## src/rtl/stepper_homing_sequencer_unit_defines.svh

```systemverilog
// Assertion macros shared by the homing sequencer RTL.
`ifndef STEPPER_HOMING_SEQUENCER_UNIT_DEFINES_SVH
`define STEPPER_HOMING_SEQUENCER_UNIT_DEFINES_SVH

`ifndef ASSERT_OFF
// Check a property at every clock edge outside reset.
`define SHS_ASSERT_RST(label, clk, rst_n, prop, msg) \
  label: assert property (@(posedge clk) disable iff (!rst_n) prop) else $error(msg);
// Check a property at every clock edge, reset included.
`define SHS_ASSERT_ALWAYS(label, clk, prop, msg) \
  label: assert property (@(posedge clk) prop) else $error(msg);
`else
`define SHS_ASSERT_RST(label, clk, rst_n, prop, msg)
`define SHS_ASSERT_ALWAYS(label, clk, prop, msg)
`endif

`endif

```

## src/rtl/shs_pkg.sv

```systemverilog
// Types and constants of the stepper homing sequencer.
`timescale 1ns / 1ps
package shs_pkg;

  localparam int unsigned CfgIdxW = 2;
  localparam int unsigned RateW   = 16;
  localparam int unsigned WinW    = 16;
  localparam int unsigned DebW    = 4;

  localparam logic [CfgIdxW-1:0] CFG_DEBOUNCE    = 2'd0;
  localparam logic [CfgIdxW-1:0] CFG_WINDOW      = 2'd1;
  localparam logic [CfgIdxW-1:0] CFG_SEARCH_RATE = 2'd2;
  localparam logic [CfgIdxW-1:0] CFG_CHECK_RATE  = 2'd3;

  localparam logic [DebW-1:0]  DEBOUNCE_RST    = 4'd2;
  localparam logic [WinW-1:0]  WINDOW_RST      = 16'd4000;
  localparam logic [RateW-1:0] SEARCH_RATE_RST = 16'd1000;
  localparam logic [RateW-1:0] CHECK_RATE_RST  = 16'd400;

  typedef enum logic [3:0] {
    PH_IDLE       = 4'd0,
    PH_SEARCH     = 4'd1,
    PH_LEAVE      = 4'd2,
    PH_WINDOW     = 4'd3,
    PH_RETURN     = 4'd4,
    PH_ESC_LEAVE  = 4'd5,
    PH_ESC_FIND   = 4'd6,
    PH_ESC_PASS   = 4'd7,
    PH_R_LEAVE    = 4'd8,
    PH_R_WINDOW   = 4'd9,
    PH_BACK       = 4'd10,
    PH_L_LEAVE    = 4'd11,
    PH_L_WINDOW   = 4'd12,
    PH_CENTER     = 4'd13,
    PH_DONE       = 4'd14
  } shs_phase_t;

  typedef struct packed {
    logic cmd;
    logic hall_active;
  } shs_in_t;

  typedef struct packed {
    logic             motor_running;
    logic             direction;
    logic [RateW-1:0] step_rate_hz;
    logic             driver_enabled;
    logic             led_on;
    logic             homing_done;
    logic [3:0]       phase;
  } shs_out_t;

endpackage

```

## src/rtl/shs_stream_if.sv

```systemverilog
// Valid/ready item channel used on both sides of the homing sequencer.
`timescale 1ns / 1ps
interface shs_stream_if #(
  parameter type payload_t = logic
) ();
  logic     valid;
  logic     ready;
  payload_t data;

  modport source (output valid, output data, input ready);
  modport sink   (input valid, input data, output ready);
endinterface

```

## src/rtl/stepper_homing_sequencer_unit.sv

```systemverilog
// Stepper homing sequencer: input stage, phase logic and result register.
// An accepted item is registered in the input stage, then moved into the result register.
// Throughput: one item per cycle; a held result stalls the input only when both stages are full.
// The phase update for an item happens as it moves from the input stage to the result register.
// Reset (synchronous, rst_n low) empties both stages, returns to idle heading right,
// and loads the default debounce, window and rate settings.
`timescale 1ns / 1ps
`include "stepper_homing_sequencer_unit_defines.svh"
module stepper_homing_sequencer_unit
  import shs_pkg::*;
(
  input  logic                clk,
  input  logic                rst_n,
  shs_stream_if.sink          in_chan,
  shs_stream_if.source        out_chan,
  input  logic                cfg_we,
  input  logic [CfgIdxW-1:0]  cfg_idx,
  input  logic [RateW-1:0]    cfg_wdata
);

  // configuration
  logic [DebW-1:0]  deb_r;
  logic [WinW-1:0]  ovs_r;
  logic [RateW-1:0] srch_rate_r;
  logic [RateW-1:0] chk_rate_r;

  // input stage
  logic    s1_valid_r;
  shs_in_t s1_data_r;

  // result stage
  logic     out_valid_r;
  shs_out_t out_data_r;
  shs_out_t out_data_nxt;

  // sequencer state
  shs_phase_t      step_r, step_nxt;
  logic            dir_r, dir_nxt;
  logic [DebW-1:0] run_r, run_nxt;
  logic [WinW-1:0] win_r, win_nxt;
  logic            mot_r, mot_nxt;
  logic            srch_r, srch_nxt;
  logic            drv_r, drv_nxt;
  logic            led_r, led_nxt;

  logic            advance;
  logic            fire;
  logic            hall;
  logic            want;
  logic            match;
  logic [DebW-1:0] run_inc;
  logic            settled;
  logic [DebW-1:0] run_settle;
  logic            w_end;
  logic            w_clear;
  logic [DebW-1:0] w_run;
  logic [RateW-1:0] rate_sel;
  logic            in_window;
  logic            in_escape;

  assign advance        = !out_valid_r || out_chan.ready;
  assign fire           = s1_valid_r && advance;
  assign in_chan.ready  = !s1_valid_r || advance;
  assign out_chan.valid = out_valid_r;
  assign out_chan.data  = out_data_r;

  always_ff @(posedge clk) begin
    if (!rst_n) begin
      deb_r       <= DEBOUNCE_RST;
      ovs_r       <= WINDOW_RST;
      srch_rate_r <= SEARCH_RATE_RST;
      chk_rate_r  <= CHECK_RATE_RST;
    end else if (cfg_we) begin
      unique case (cfg_idx)
        CFG_DEBOUNCE:    deb_r       <= cfg_wdata[DebW-1:0];
        CFG_WINDOW:      ovs_r       <= cfg_wdata[WinW-1:0];
        CFG_SEARCH_RATE: srch_rate_r <= cfg_wdata;
        CFG_CHECK_RATE:  chk_rate_r  <= cfg_wdata;
        default: ;
      endcase
    end
  end

  always_ff @(posedge clk) begin
    if (!rst_n) begin
      s1_valid_r  <= 1'b0;
      out_valid_r <= 1'b0;
    end else begin
      if (in_chan.valid && in_chan.ready) begin
        s1_valid_r <= 1'b1;
      end else if (fire) begin
        s1_valid_r <= 1'b0;
      end
      if (advance) begin
        out_valid_r <= s1_valid_r;
      end
    end
  end

  always_ff @(posedge clk) begin
    if (in_chan.valid && in_chan.ready) begin
      s1_data_r <= in_chan.data;
    end
    if (fire) begin
      out_data_r <= out_data_nxt;
    end
  end

  always_ff @(posedge clk) begin
    if (!rst_n) begin
      step_r <= PH_IDLE;
      dir_r  <= 1'b1;
      run_r  <= '0;
      win_r  <= '0;
      mot_r  <= 1'b0;
      srch_r <= 1'b1;
      drv_r  <= 1'b0;
      led_r  <= 1'b0;
    end else if (fire) begin
      step_r <= step_nxt;
      dir_r  <= dir_nxt;
      run_r  <= run_nxt;
      win_r  <= win_nxt;
      mot_r  <= mot_nxt;
      srch_r <= srch_nxt;
      drv_r  <= drv_nxt;
      led_r  <= led_nxt;
    end
  end

  // debounce and window sampling terms shared by all phases except idle and done
  always_comb begin
    hall    = s1_data_r.hall_active;
    want    = !(step_r == PH_LEAVE || step_r == PH_R_LEAVE || step_r == PH_L_LEAVE ||
                step_r == PH_ESC_LEAVE || step_r == PH_ESC_PASS);
    match   = (hall == want);
    run_inc = run_r + 4'd1;
    settled = match && (run_inc >= deb_r);
    run_settle = (match && !settled) ? run_inc : '0;
    w_end   = hall && (run_inc >= deb_r);
    w_run   = hall ? run_inc : '0;
    w_clear = !w_end && (win_r >= ovs_r);
  end

  always_comb begin
    step_nxt = step_r;
    dir_nxt  = dir_r;
    run_nxt  = run_r;
    win_nxt  = win_r;
    mot_nxt  = mot_r;
    srch_nxt = srch_r;
    drv_nxt  = drv_r;
    led_nxt  = led_r;

    if (s1_data_r.cmd) begin
      unique case (step_r)
        PH_IDLE, PH_DONE: begin
          drv_nxt  = 1'b1;
          led_nxt  = 1'b0;
          dir_nxt  = 1'b1;
          mot_nxt  = 1'b1;
          run_nxt  = '0;
          win_nxt  = '0;
          srch_nxt = !hall;
          step_nxt = hall ? PH_R_LEAVE : PH_SEARCH;
        end
        default: ;  // busy: drop the start
      endcase
    end else begin
      unique case (step_r)
        PH_SEARCH: begin
          run_nxt = run_settle;
          if (settled) begin
            srch_nxt = 1'b0;
            step_nxt = PH_LEAVE;
          end
        end
        PH_LEAVE, PH_R_LEAVE, PH_L_LEAVE, PH_BACK, PH_ESC_LEAVE, PH_ESC_FIND: begin
          run_nxt = run_settle;
          if (settled) begin
            run_nxt = '0;
            win_nxt = '0;
            unique case (step_r)
              PH_LEAVE:     step_nxt = PH_WINDOW;
              PH_R_LEAVE:   step_nxt = PH_R_WINDOW;
              PH_L_LEAVE:   step_nxt = PH_L_WINDOW;
              PH_BACK:      step_nxt = PH_L_LEAVE;
              PH_ESC_LEAVE: step_nxt = PH_ESC_FIND;
              default:      step_nxt = PH_ESC_PASS;
            endcase
          end
        end
        PH_WINDOW, PH_R_WINDOW, PH_L_WINDOW: begin
          run_nxt = w_run;
          if (w_end) begin
            // second magnet: endstop, reverse and escape
            led_nxt  = 1'b1;
            dir_nxt  = !dir_r;
            srch_nxt = 1'b1;
            mot_nxt  = 1'b1;
            run_nxt  = '0;
            win_nxt  = '0;
            step_nxt = PH_ESC_LEAVE;
          end else if (w_clear) begin
            mot_nxt = 1'b1;
            run_nxt = '0;
            win_nxt = '0;
            unique case (step_r)
              PH_WINDOW: begin
                dir_nxt  = !dir_r;
                srch_nxt = 1'b0;
                step_nxt = PH_RETURN;
              end
              PH_R_WINDOW: begin
                dir_nxt  = 1'b0;
                step_nxt = PH_BACK;
              end
              default: begin
                dir_nxt  = 1'b1;
                step_nxt = PH_CENTER;
              end
            endcase
          end else begin
            win_nxt = win_r + 16'd1;
          end
        end
        PH_RETURN, PH_CENTER: begin
          run_nxt = run_settle;
          if (settled) begin
            mot_nxt  = 1'b0;
            drv_nxt  = 1'b0;
            led_nxt  = 1'b1;
            run_nxt  = '0;
            win_nxt  = '0;
            step_nxt = PH_DONE;
          end
        end
        PH_ESC_PASS: begin
          run_nxt = run_settle;
          if (settled) begin
            led_nxt  = 1'b0;
            srch_nxt = 1'b1;
            mot_nxt  = 1'b1;
            run_nxt  = '0;
            win_nxt  = '0;
            step_nxt = PH_SEARCH;
          end
        end
        default: ;  // idle and done hold
      endcase
    end

    rate_sel = srch_nxt ? srch_rate_r : chk_rate_r;

    out_data_nxt.motor_running  = mot_nxt;
    out_data_nxt.direction      = dir_nxt;
    out_data_nxt.step_rate_hz   = (rate_sel == '0) ? 16'd1 : rate_sel;
    out_data_nxt.driver_enabled = drv_nxt;
    out_data_nxt.led_on         = led_nxt;
    out_data_nxt.homing_done    = (step_nxt == PH_DONE);
    out_data_nxt.phase          = step_nxt;
  end

  assign in_window = step_r == PH_WINDOW || step_r == PH_R_WINDOW || step_r == PH_L_WINDOW;
  assign in_escape = step_r == PH_ESC_LEAVE || step_r == PH_ESC_FIND || step_r == PH_ESC_PASS;

  `SHS_ASSERT_RST(a_done_stopped, clk, rst_n, step_r == PH_DONE |-> !mot_r && !drv_r && led_r,
                  "done with motor or driver on")
  `SHS_ASSERT_RST(a_win_idle_zero, clk, rst_n, !in_window |-> win_r == '0,
                  "window count left over outside a window phase")
  `SHS_ASSERT_RST(a_escape_led, clk, rst_n, in_escape |-> led_r && srch_r && mot_r,
                  "escape without led or search rate")
  `SHS_ASSERT_RST(a_fire_fills_out, clk, rst_n, fire |=> out_valid_r && out_data_r.phase == step_r,
                  "item lost between input stage and result register")
  `SHS_ASSERT_RST(a_result_done_stopped, clk, rst_n,
                  out_valid_r && out_data_r.homing_done |-> !out_data_r.motor_running,
                  "result reports done while running")

endmodule
```

## src/flat_wrapper.sv

```systemverilog
// flat-port wrapper written by rule: the top's interface ports become plain ports
module stepper_homing_sequencer_unit_flat import shs_pkg::*;
  (clk, rst_n, cfg_we, cfg_idx, cfg_wdata, in_chan_valid, in_chan_data, in_chan_ready, out_chan_valid, out_chan_data, out_chan_ready);
  shs_stream_if in_chan_i ();
  shs_stream_if out_chan_i ();
  input  logic clk;
  input  logic rst_n;
  input  logic cfg_we;
  input  logic [CfgIdxW-1:0] cfg_idx;
  input  logic [RateW-1:0] cfg_wdata;
  input wire logic [$bits(in_chan_i.valid)-1:0] in_chan_valid;
  input wire logic [$bits(in_chan_i.data)-1:0] in_chan_data;
  output wire logic [$bits(in_chan_i.ready)-1:0] in_chan_ready;
  output wire logic [$bits(out_chan_i.valid)-1:0] out_chan_valid;
  output wire logic [$bits(out_chan_i.data)-1:0] out_chan_data;
  input wire logic [$bits(out_chan_i.ready)-1:0] out_chan_ready;
  assign in_chan_i.valid = in_chan_valid;
  assign in_chan_i.data = in_chan_data;
  assign in_chan_ready = in_chan_i.ready;
  assign out_chan_valid = out_chan_i.valid;
  assign out_chan_data = out_chan_i.data;
  assign out_chan_i.ready = out_chan_ready;
  stepper_homing_sequencer_unit u_core (.clk(clk), .rst_n(rst_n), .in_chan(in_chan_i), .out_chan(out_chan_i), .cfg_we(cfg_we), .cfg_idx(cfg_idx), .cfg_wdata(cfg_wdata));
endmodule
```

## config.mk

```make
export PLATFORM = sky130hd
export DESIGN_NAME = stepper_homing_sequencer_unit_flat
export DESIGN_NICKNAME = d
export VERILOG_FILES = /design/src/rtl/shs_pkg.sv /design/src/rtl/shs_stream_if.sv /design/src/rtl/stepper_homing_sequencer_unit.sv /design/src/flat_wrapper.sv
export VERILOG_INCLUDE_DIRS = /design/src /design/src/rtl
export SDC_FILE = /design/constraint.sdc
export NUM_CORES = 1
export LEC_CHECK = 0
export ABC_AREA = 0
export BUFFER_PORTS_ARGS = -buffer_cell sky130_fd_sc_hd__buf_2
export CORE_UTILIZATION = 35
export CTS_BUF_LIST = sky130_fd_sc_hd__clkbuf_4 sky130_fd_sc_hd__clkbuf_8
export DETAILED_ROUTE_END_ITERATION = 7
export PLACE_DENSITY = 0.6
export SLEW_MARGIN = 30
export SYNTH_ARGS = -nofsm -noshare
export SYNTH_HDL_FRONTEND = slang
export SYNTH_SLANG_ARGS = --single-unit
```

## constraint.sdc

```tcl
create_clock -name clk -period 2.7 [get_ports clk]
set_input_delay 0.27 -clock clk [delete_from_list [all_inputs] [get_ports clk]]
set_output_delay 0.27 -clock clk [all_outputs]
set_load 0.01 [all_outputs]
```

# Word level (Yosys, flattened, before mapping)
# Index checks and enable logic that the tools add are counted.
# word_totals
ff_bits	48
out_inout_bits	3
# op_classes
n_addsub	2
n_lt_le_gt_ge	2
eq_ne	16
n_mux	21
n_reduce_logical	29
# ops
operator	count
two-way mux 16 bit	3
two-way mux 4 bit	11
one-hot mux 4 bit (5 select lines)	2
one-hot mux 16 bit (2 select lines)	1
equality test 4 bit, second input constant	6
adder 16 x 1 -> 16 bit, second input constant	1
equality test 4 x 3 -> 1 bit, second input constant	4
>= comparator 16 bit	1
one-hot mux 4 bit (3 select lines)	1
OR reduction 9 bit	1
equality test 4 x 2 -> 1 bit, second input constant	2
one-hot mux 4 bit (2 select lines)	1
logical AND 1 bit	6
logical OR 1 bit	6
AND reduction 2 bit	3
OR reduction 6 bit	1
zero test 1 bit	5
adder 4 x 1 -> 4 bit, second input constant	1
equality test 4 x 1 -> 1 bit, second input constant	1
>= comparator 4 bit	1
nonzero test 2 bit	2
AND reduction 3 bit	1
nonzero test 3 bit	1
OR reduction 3 bit	1
6 further kinds	7

# Depth between registers and ports, before layout
# logic_depth
ltp_word	13
ltp_mapped	12
ltp_nobuf	11

# Least setup slack after synthesis
# OpenSTA, ideal clock, no wires.
# synth_timing
kind	reg2reg
start	register u_core.run_r[0]
end	register u_core.out_data_r, in the netlist u_core.out_chan.data (data pin)
setup_time_ps	255
arrival_ps	2413
path_slack_ps	31
path_stages_with_launch	13
path_buffers	1
synth_period_minus_slack_ps	2669
cell_sequence	dfxtp_1 -> ha_1 -> xnor2_1 -> inv_1 -> ha_1 -> or2_2 -> a21oi_2 -> or2_1 -> clkbuf_2 -> nor3_1 -> o32a_1 -> nor2_1 -> nand2_1
# synth_rtl
item	line	rtl
start, declared	stepper_homing_sequencer_unit.sv:39	logic [DebW-1:0] run_r, run_nxt;
start signal, assigned	stepper_homing_sequencer_unit.sv:122	run_r <= run_nxt;
end signal, assigned	stepper_homing_sequencer_unit.sv:105	out_data_r <= out_data_nxt;
end, declared	stepper_homing_sequencer_unit.sv:33	shs_out_t out_data_r;

# Worst setup path after layout
# layout_timing
start	register u_core.run_r[0]
end	register u_core.step_r[2]
# layout_between
elab_chain_cells	8
word_cells_on_any_way	13
cone_classes	add/sub: 1; order compare: 1; mux: 7; reduce/logical: 4
# layout_rtl
item	line	rtl
adder 4 x 1 -> 4 bit (*)	stepper_homing_sequencer_unit.sv:137	run_inc = run_r + 4'd1;
>= comparator 4 bit (*)	stepper_homing_sequencer_unit.sv:138, stepper_homing_sequencer_unit.sv:140	
logical AND 1 bit	stepper_homing_sequencer_unit.sv:140	w_end = hall && (run_inc >= deb_r);
zero test 1 bit	stepper_homing_sequencer_unit.sv:142	w_clear = !w_end && (win_r >= ovs_r);
logical AND 1 bit	stepper_homing_sequencer_unit.sv:142	
two-way mux 4 bit	stepper_homing_sequencer_unit.sv:204	end else if (w_clear) begin
two-way mux 4 bit	stepper_homing_sequencer_unit.sv:195	if (w_end) begin
one-hot mux 4 bit (5 select lines) (*)	stepper_homing_sequencer_unit.sv:170	unique case (step_r)
end signal, assigned	stepper_homing_sequencer_unit.sv:120	step_r <= step_nxt;
end, declared	stepper_homing_sequencer_unit.sv:37	shs_phase_t step_r, step_nxt;
# Mark *: on every way between the ends. The rest lies on a longest branch, timed or not.
# A chain may end at the register's enable or synchronous reset.

==> run metrics <==
Syn Inst Count=394; RSZ-0062 raised after global routing=false; Final Cycle Share=94.71%; final hold vios=0; worst slew pin tran=0.7928 ns; Top delay family on crit path=simple AND/OR/NAND/NOR gates; # setup viols final=0; DRT Pass-1 Iters=4; setup total negative slack=0 ns; Post-Syn Nets=440; Seq/Total Area, Yosys=30.90%; synth warn=0; fraction of registers with async set/reset=0%; Total Power=0.001544 W; power share of the clock group=41.3%; Post-synth EDFFs=2; final WL=7550 um; Req. time, crit path=2.89 ns; Crit Path Category=reg -> reg; final cell count without fillers=540; TritonCTS Buffers=5; DR DRC count=0; Synth Area in Simple Gates=24.60%; Skew-Pair Late Insertion Delay=0.30 ns; post-synth top area share=29.01%; clock sink count=48; root buffer cell=clkbuf_8; leakage=1.423 nW; synthesized cell area=0.003174 mm^2; Yosys cell types=70; Max Slew Vio Count=0; Yosys reg bits=48; Sw Ratio=24.12%; Starting Density=36.22%; gr usage total=16.24%; vias per inst=5.239; Longest Clk Path Bufs=2; Cell Int Power=0.001171 W; Min Hold Slack=0.1396 ns; worst-path fanout max=5; filler instances=891; Synth Area in Compound Gates=22.43%; slowest cell on the critical path=and4bb_4; Area Growth Syn to Fin=19.04%; CP cell instances=ha_2 > xnor2_2 > inv_1 > ha_1 > or2_4 > a21oi_4 > buf_4 > o311ai_1 > nand4_1 > and4bb_4 > mux2i_1 > nor2_1; Util after Layout=43.12%; CTS tree=yes; initial antenna violation count=0; port bufs=26; die area=0.009455 mm^2; H-tree levels=2; ANT nets after route=0; data arrival time of the critical path=2.75 ns; sequential power share=47.8%; Slew HR=47.03%; hold_buf cts=0; multi-input logic area=0.002087 mm^2; FF+latch area=985.9 um^2; layout cells sized above 1=21.76%; first-pass GRT wire length=12620 um; mux contribution to synthesized area=0.6307%; fin crit period=2.557 ns; total number of vias=2829; I/O Pins=27; XOR/XNOR share of the synthesized area=6.070%; CP Capture Type=register; max incr delay on CP=0.38 ns; Power Density=408.5 mW/mm^2; HPWL Detailed=5539 um; Worst setup SP type=register; cell with the most instances after synthesis=nand2_1; antenna cells=0; fmax=0.3911 GHz; Core Region=0.008763 mm^2; Worst Clk Skew=0.007014 ns; die width=97.24 um; largest family of logic cells by synthesized area=simple AND/OR/NAND/NOR gates; Initial DRC Count=245; Logic pwr share=10.9%; P_sw=0.0003724 W; Max Cap Violations=0; Final nets=477; Synth Area in Adders=8.672%; crit path buf inv count=2; peak supply drop=210.8 uV; status=completed; largest net degree at the start of global routing=23; clk slew on worst S/H paths=0.09 ns; ys flop type=dfxtp_1; GP Congestion=0.9513; Synth area leaders=dfxtp_1 (29%), ha_1 (8.7%), nand2_1 (6.6%); number of global-route vias before repair=2641; Die Height=97.24 um; Avg Synthesized Cell Area=8.057 um^2; placed insts=528; Avg WL per Cell=13.98 um; Worst Hold Class=in -> reg; Core Rows=34; most frequent cells after synthesis=nand2_1 (56), dfxtp_1 (46), nor2_1 (38), inv_1 (27), a21oi_1 (26); largest area contributor in the netlist=dfxtp_1; total grt overflow=0
[state kept, by name, indices dropped and copies added, names as in the netlist]
name and cells:
u_core.deb_r 4, u_core.hall 1, u_core.out_chan.data 1, u_core.out_chan.valid 1, u_core.ovs_r 16, u_core.run_r 4
u_core.s1_valid_r 1, u_core.step_r 4, u_core.win_r 16
[kinds of logic (layout without fill, tap and decap cells)]
group,count (synthesis),in the layout
xor+xnor,22,22
simple gates,157,157
mux,2,2
buf+inv,48,86
flops,48,48
fa+ha+maj,22,22
compound gates,95,95
[placed cells by master, fill, tap and decap left out, types with 3 or more instances in the layout]
master,n
nand2_1,56
dfxtp_1,44
nor2_1,37
inv_1,27
buf_2,26
a21oi_1,25
ha_1,20
buf_4,20
xnor2_1,19
o21ai_0,12
nor3_1,9
o211ai_1,9
nand3_1,8
nand2b_1,8
nor2b_1,6
o31ai_1,6
nor4_2,5
a31oi_1,5
clkbuf_8,5
nand4_1,3
clkinv_1,3
o21ai_1,3
and4_1,3
[power groups by stage]
stage | Clock (W) | Combinational, W | Sequential [W]
after floorplan | 0 | 0.000103 | 0.000753
after detailed placement | 0 | 0.000155 | 0.000755
after CTS | 0.000656 | 0.000159 | 0.000739
after global routing | 0.000682 | 0.000185 | 0.000740
after global placement | 0 | 0.000154 | 0.000755
final | 0.000638 | 0.000168 | 0.000738
[through the flow]
stage                     area [um^2]  setup WS, ns
after global placement           3487       0.06078
after floorplan                  3174       0.03147
after detailed placement         3487     -0.006441
after CTS                        3649      0.002640
after global routing             3779      0.001134
final                            3779        0.1429
[layer usage]
| metal | track usage (%) | wire (um) | vias to the layer above |
|---|---|---|---|
| li1 | - | - | 1468 |
| met1 | 22.82 | 3693 | 1287 |
| met2 | 25.46 | 3457 | 66 |
| met3 | 2.950 | 312 | 8 |
| met4 | 4.525 | 86 | 0 |
| met5 | 0 | 0 | - |
[what timing repair did]
action,CTS,global route
pin swaps,1,8
endpoints found under the setup margin,17,25
setup buffers,1,3
gates resized for setup,1,24
cloned,0,0
[final timing paths]
check | startpoint | slack (ns) | end | depth (start not counted)
setup reg to reg | u_core.run_r[0]$_SDFFE_PN0P_ | 0.14 | u_core.step_r[2]$_SDFFE_PN0P_ | 12
hold reg to reg | u_core.ovs_r[1]$_SDFFE_PN0P_ | 0.46 | u_core.ovs_r[1]$_SDFFE_PN0P_ | 2
hold / removal | in_chan_data | 0.14 | u_core.hall$_DFFE_PP_ | 1
setup / recovery | u_core.run_r[0]$_SDFFE_PN0P_ | 0.14 | u_core.step_r[2]$_SDFFE_PN0P_ | 12
[area by class of cell]
class,instances,share of cell area [%]
Clock inverter,3,1.821
Tap cell,108,3.576
Sequential cell,48,26.09
Timing Repair Buffer,48,8.477
Inverter,30,2.980
Multi-Input combinational cell,298,55.23
Clock buffer,5,1.821
Note: power is estimated with default switching activity, not from simulation.
